### src/sv/satr_div.sv
module satr_div #(
    parameter int QW = 40,
    parameter int DW = 41
) (
    input  logic                     clk,
    input  logic                     rst_n,
    input  logic                     start,
    input  logic [$clog2(QW+1)-1:0]  steps,
    input  logic [DW-1:0]            rem_init,
    input  logic [QW-1:0]            num,
    input  logic [DW-1:0]            den,
    output logic                     busy,
    output logic [QW-1:0]            quo
);
    localparam int SW = $clog2(QW + 1);

    logic          busy_reg;
    logic [SW-1:0] cnt_reg;
    logic [DW-1:0] rem_reg;
    logic [QW-1:0] q_reg;
    logic [DW-1:0] den_reg;
    logic [DW:0]   r2;
    logic          ge;
    logic [DW-1:0] rem_next;
    logic [QW-1:0] q_next;

    always_comb
    begin
        r2 = {rem_reg, q_reg[QW-1]};
        ge = r2 >= {1'b0, den_reg};
        rem_next = ge ? DW'(r2 - {1'b0, den_reg}) : r2[DW-1:0];
        q_next = {q_reg[QW-2:0], ge};
    end

    always_ff @(posedge clk or negedge rst_n)
    begin
        if (!rst_n)
        begin
            busy_reg <= 1'b0;
            cnt_reg <= '0;
        end
        else if (start)
        begin
            busy_reg <= 1'b1;
            cnt_reg <= steps;
        end
        else if (busy_reg)
        begin
            cnt_reg <= cnt_reg - SW'(1);
            if (cnt_reg == SW'(1))
            begin
                busy_reg <= 1'b0;
            end
        end
    end

    always_ff @(posedge clk)
    begin
        if (start)
        begin
            rem_reg <= rem_init;
            q_reg <= num;
            den_reg <= den;
        end
        else if (busy_reg)
        begin
            rem_reg <= rem_next;
            q_reg <= q_next;
        end
    end

    assign busy = busy_reg;
    assign quo = q_reg;

endmodule

### config.mk
export PLATFORM = sky130hd
export DESIGN_NAME = satr_div
export DESIGN_NICKNAME = d
export VERILOG_FILES = /design/src/sv/satr_div.sv
export SDC_FILE = /design/constraint.sdc
export NUM_CORES = 1
export LEC_CHECK = 0
export BUFFER_PORTS_ARGS = -buffer_cell sky130_fd_sc_hd__buf_2
export CORE_ASPECT_RATIO = 1.1
export CORE_MARGIN = 2
export CORE_UTILIZATION = 45
export CTS_BUF_LIST = sky130_fd_sc_hd__clkbuf_16
export DETAILED_ROUTE_END_ITERATION = 12
export HOLD_SLACK_MARGIN = 0.06
export PLACE_DENSITY = 0.79
export SYNTH_ARGS = -nofsm -noshare
export SYNTH_HDL_FRONTEND = slang
export SYNTH_SLANG_ARGS = --single-unit
### constraint.sdc
create_clock -name clk -period 3.84 [get_ports clk]
set_clock_uncertainty 0.15 [all_clocks]
set_input_delay 0.192 -clock clk [delete_from_list [all_inputs] [get_ports clk]]
set_output_delay 0.192 -clock clk [all_outputs]
set_load 0.005 [all_outputs]
==> results of run 1 <==
metal layers:
| metal | track usage | vias up | share of wire |
|---|---|---|---|
| li1 | - | 3307 | - |
| met1 | 0.281 | 3202 | 0.42 |
| met2 | 0.382 | 255 | 0.49 |
| met3 | 0.0590 | 48 | 0.059 |
| met4 | 0.101 | 0 | 0.030 |
| met5 | 0 | - | 0 |
cell type report:
| type | instances | area [sq um] |
|---|---|---|
| fill | 1314 | 5990 |
| sequential | 129 | 3840 |
| multi-input combinational | 506 | 3730 |
| timing repair buffer | 326 | 2430 |
| clock buffer | 17 | 425 |
| tap | 234 | 293 |
| inverter | 59 | 221 |
| clock inverter | 15 | 148 |
cells in the final DEF (no fill, tap or decap), types with 11 or more instances in the layout:
cell type      netlist  final
clkbuf_16            0     19
inv_1               59     58
xor2_1              16     16
edfxtp_1           122    122
nand2_1             52     52
ha_1                43     42
dlygate4sd3_1        0    129
a21oi_1             74     73
nand4_1             11     11
mux2_2              69     68
o21ai_0             34     33
a21o_1              19     19
buf_4                1     18
xnor2_1             24     24
buf_2                5    170
nor2_1              47     39
where the power goes:
group	switching, mW	internal, mW
clock	0.684	0.911
sequential	0.213	1.99
combinational	2.07	1.86
worst paths after layout:
check,from,to,slack [ns],cells after the start
min in group asynchronous,rst_n,cnt_reg[5],0.59,3
hold / removal,start,den_reg[21],0.13,1
max in group asynchronous,rst_n,cnt_reg[3],2.69,3
setup / recovery,quo[39],rem_reg[9],0.09,15
hold reg to reg,quo[32],quo[33],0.43,1
setup reg to reg,quo[39],rem_reg[9],0.09,15
cell families after synthesis:
family	synth area share
DFF	0.489
AOI/OAI and AO/OA	0.145
xor gates and xnor gates	0.0446
adders and majority gates	0.0710
muxes	0.103
and+or+nand+nor	0.102
buffers and inverters	0.0462
Yosys cell counts (5+ instances only):
cell type  instances  area, sq um
ha_1              43          538
dfrtp_1            7          175
nand2_1           52          195
nand3_1            8         40.0
nor2b_1            6         37.5
a21oi_1           74          370
o21bai_1           5         37.5
inv_1             59          221
nor4_1             7         43.8
xnor2_1           24          210
a221o_1            6         60.1
nor2_1            47          176
clkbuf_1          24         90.1
buf_2              5         25.0
nand2b_1           7         43.8
xor2_1            16          140
a31oi_1            5         31.3
nor3_1            10         50.1
nand4_1           11         68.8
a211oi_1           5         37.5
a21o_1            19          143
edfxtp_1         122         3660
o21ai_0           34          170
mux2_2            69          777
timing repair:
action | 4_1_cts | 5_1_grt
hold endpoints to repair | 134 | 0
hold buffers | 129 | 0
endpoints found under the setup margin | 15 | 41
pin swaps | 1 | 0
gates cloned | 0 | 2
buffers inserted | 0 | 5
resized for setup | 2 | 22
==> reports/results.ini, run 1 <==
[grt]
grt_use_total = 0.230
grt_max_degree = 84
antenna_found_initial = 0
globalRouteOverflowTotal = 0
grt_pass1_wl_mm = 33.1
grt_pass1_vias = 6884

[synth]
synth-seq-cells = 129
async_reset_ff_frac = 0.0543
synthCells = 727
avgSynthCellArea_sq_um = 10.8
syn-cell-area_sq_um = 7860
synth_warnings = 0
synth_edf_count = 122
syn-num-nets = 902
ys.flop_type = edfxtp_1
ys_types = 57
seq_area_frac_synth = 0.489

[die]
dieHeight_um = 143
die-area_sq_um = 18500
rows = 50
coreArea_sq_um = 17100
start_util = 0.460
io-pin-count = 172
fp.dieW_um = 130

[power_and_ir_drop]
ir_drop_mv = 0.393
leakage_nw = 4.74
total_power_mw = 7.73
powerDensity_nw_per_um2 = 697

[finish]
final_area_sq_um = 11100
antennaDiodeCount = 0
final_cells = 1286
drive_above_1_share = 0.301
nets = 1214
area_growth_syn_to_layout_pct = 41.1
fin_util = 0.649

[sta]
timing.max_slew.rel_slack = 0.490
hold_viol = 0
drv_slew = 0
fmax_ghz = 0.267
holdWs_ns = 0.134
fin_setup_tns_ns = 0
finalWorstSetupSlack_ns = 0.0901
fin_crit_ns = 3.75
worstMarginPinSlew_ns = 0.764
setup_viol = 0
rsz0062_at_grt = yes
fin_crit_sh = 0.977

[routing]
wl_per_cell_um = 16.6
drt_iter0_drc = 503
drc = 0
viasPerCell = 5.30
vias = 6812
ant_nets = 0
routed_wl_mm = 21.4
drtPass1Iterations = 5

[clock_tree]
clock_sinks = 129
cts_tree = built
htree_levels = 4
root_buffer = clkbuf_16
clk_latency_ns = 0.43
clk_pin_slew_ns = 0.06
tritoncts.num_buffers = 17
clock_path_buffers = 2

[setup_path]
cp.arrival_ns = 3.77
critPathBufInv = 4
crit_required_ns = 3.86
endpoint_kind = register
worst_path_max_delay_cell = a2111o_1
crit_fanout = 19
cp-start-kind = register
crit_path_max_incr_delay_ns = 0.43
path_delay_family = compound AO/OA/AOI/OAI gates
crit_type = register to register
crit_chain = inv_1 -> ha_2 -> inv_2 -> fa_2 -> a21o_1 -> a221o_1 -> a211o_1 -> a2111o_1 -> a211oi_4 -> buf_6 -> o211ai_4 -> buf_12 -> nor2_1 -> a21oi_1 -> mux2_2

[run_status]
status = finished, final reports clean

[min_path]
min_path_type = primary input to register

[placement]
post-place-ws_ns = -0.0242
dp.final_hpwl_mm = 14.0
place.gp.congestion = 0.902
placement.io_buffers = 171
dp.cells = 1118
placed_area_sq_um = 9050

[job]
drv_cap = 0

(Power assumes the default switching activity.)
==> run 2: changes to the inputs <==
Settings changed: CORE_UTILIZATION 45 to 50, CTS_BUF_LIST sky130_fd_sc_hd__clkbuf_16 to not set, CTS_CLUSTER_DIAMETER set to 60, PLACE_DENSITY 0.79 to 0.85.
==> run 2 against run 1 <==
- the flow now finishes with violations (negative setup slack)
- register-to-register slack lost 0.11 ns
- combinational power shrank 2%
- setup slack lost 0.11 ns
- via count shrank 0.23%
- final cell count shrank 3.2%
- sequential power is essentially flat
- critical path depth is the same
- sequential share of layout area grew 0.44 points
- critical endpoint is now rem_reg[17]
- highest routed layer unchanged
==> reports/results.ini, run 2 (synthesized netlist as in run 1, its figures left out) <==
[sta]
setup_viol = 7
timing.max_slew.rel_slack = 0.212
worstMarginPinSlew_ns = 1.18
fin_crit_sh = 1.01
fmax_ghz = 0.259
finalWorstSetupSlack_ns = -0.0206
rsz0062_at_grt = yes
fin_crit_ns = 3.86
hold_viol = 0
drv_slew = 0

[routing]
top_layer = met4
wl_met2_mm = 11.1
routed_wl_mm = 21.6
drc = 0
drt_iter0_drc = 441
drtPass1Iterations = 6
ant_nets = 0
wl_met3_mm = 1.26
viasPerCell = 5.46
wl_per_cell_um = 17.3
vias = 6796
drt-met1-wl_mm = 8.61

[run_status]
status = complete, but fails checks
failed_checks = negative setup slack

[finish]
area.sequential_sq_um = 3840
mostFrequentLayoutCells = buf_2 (170), dlygate4sd3_1 (129), edfxtp_1 (122)
nets = 1208
final_common_cell = buf_2
multi_input_comb_area_sq_um = 3750
area_growth_syn_to_layout_pct = 39.3
drive_above_1_share = 0.303
fillers = 1116
antennaDiodeCount = 0

[die]
io-pin-count = 172
coreArea_sq_um = 15600
dieHeight_um = 135
start_util = 0.505
fp.dieW_um = 124
die-area_sq_um = 16700
rows = 48

[grt]
grt_pass1_vias = 7023
globalRouteOverflowTotal = 0
antenna_found_initial = 0
grt_use_total = 0.264
grt_pass1_wl_mm = 33.8
grt_max_degree = 89

[setup_path]
crit_type = register to register
cp-start-kind = register
cp.arrival_ns = 3.88
crit_fanout = 43
crit_required_ns = 3.86
endpoint_kind = register

[clock_tree]
clock_path_buffers = 2
htree_levels = 4
clock_sinks = 129
clk_latency_ns = 0.43
tritoncts.num_buffers = 17
clk_pin_slew_ns = 0.07
cts_tree = built
root_buffer = clkbuf_16

[placement]
place.gp.congestion = 0.860
placement.io_buffers = 171
post-place-ws_ns = -0.0660
dp.final_hpwl_mm = 13.7

[power_and_ir_drop]
powerDensity_nw_per_um2 = 691
leakage_nw = 4.69
total_power_mw = 7.56
ir_drop_mv = 0.478

[job]
drv_cap = 0

[min_path]
min_path_type = primary input to register

==> run 2: changes by cell type in the layout (fill, tap and decap cells not counted), moves of 2 or more <==
cell,change
nor2_2,+2
inv_6,-4
o21ai_2,+3
clkinv_2,+3
buf_4,-5
o21ai_0,-3
clkbuf_16,-2
nor2_1,-2
==> run 2: layout make-up <==
type                            instances  area share
Clock buffer                           17      0.0389
Clock inverter                         14      0.0101
Multi-Input combinational cell        506       0.342
Timing Repair Buffer                  320       0.215
Sequential cell                       129       0.351
Tap cell                              200      0.0229
Inverter                               59      0.0202
==> run 2: worst paths after layout <==
kind                                     to  slack, ns  depth (start not counted)  startpoint
worst max-delay path            rem_reg[17]      -0.02                         15     quo[39]
min in group asynchronous        cnt_reg[3]       0.61                          3       rst_n
max in group asynchronous        cnt_reg[0]       2.64                          3       rst_n
worst min-delay path            den_reg[36]       0.12                          1       start
worst max register to register  rem_reg[17]      -0.02                         15     quo[39]
worst min register to register      quo[32]       0.42                          1     quo[31]
==> run 2: per-stage QoR <==
| stage | hold slack (ns) | utilization | cell area [sq um] | setup TNS, ns | std cells |
|---|---|---|---|---|---|
| 6_report | 0.115 | 0.704 | 10900 | -0.0887 | 1245 |
| 5_1_grt | 0.113 | 0.704 | 10900 | -4.35 | 1245 |
| 4_1_cts | 0.0764 | 0.696 | 10800 | 0 | 1242 |
| 3_5_place_dp | -0.114 | 0.578 | 8980 | -0.305 | 1081 |
| 3_3_place_gp | -0.118 | 0.578 | 8980 | 0 | 1081 |
| 2_1_floorplan | -0.254 | - | 7890 | 0 | 727 |
==> run 2: metal layers <==
metal  vias to the layer above  track usage
li1                       3289            -
met1                      3210        0.301
met5                         -            0
met2                       253        0.473
met4                         0       0.0997
met3                        44       0.0627
==> run 2: what timing repair did <==
action | in CTS | in global routing
gates cloned | 0 | 0
hold buffers | 129 | 0
buffers inserted | 1 | 3
gates resized for setup | 0 | 34
setup endpoints to repair | 15 | 40
endpoints found under the hold margin | 134 | 0
pin swaps | 1 | 6
==> run 2: power by group <==
part	switching [mW]	internal (mW)	total, mW
combinational	2.06	1.80	3.86
sequential	0.219	1.99	2.21
clock	0.659	0.830	1.49
==> run 2: critical path: stages, from the launching register on <==
cell and delay (ns):
edfxtp_1 0.38, inv_1 0.07, ha_2 0.17, inv_2 0.04, fa_2 0.34, a21o_1 0.19
a221o_1 0.34, a211o_1 0.30, a2111o_1 0.49, a211oi_4 0.23, buf_6 0.16, o211ai_4 0.09
buf_12 0.18, nor2_1 0.12, a21oi_1 0.05, mux2_2 0.27
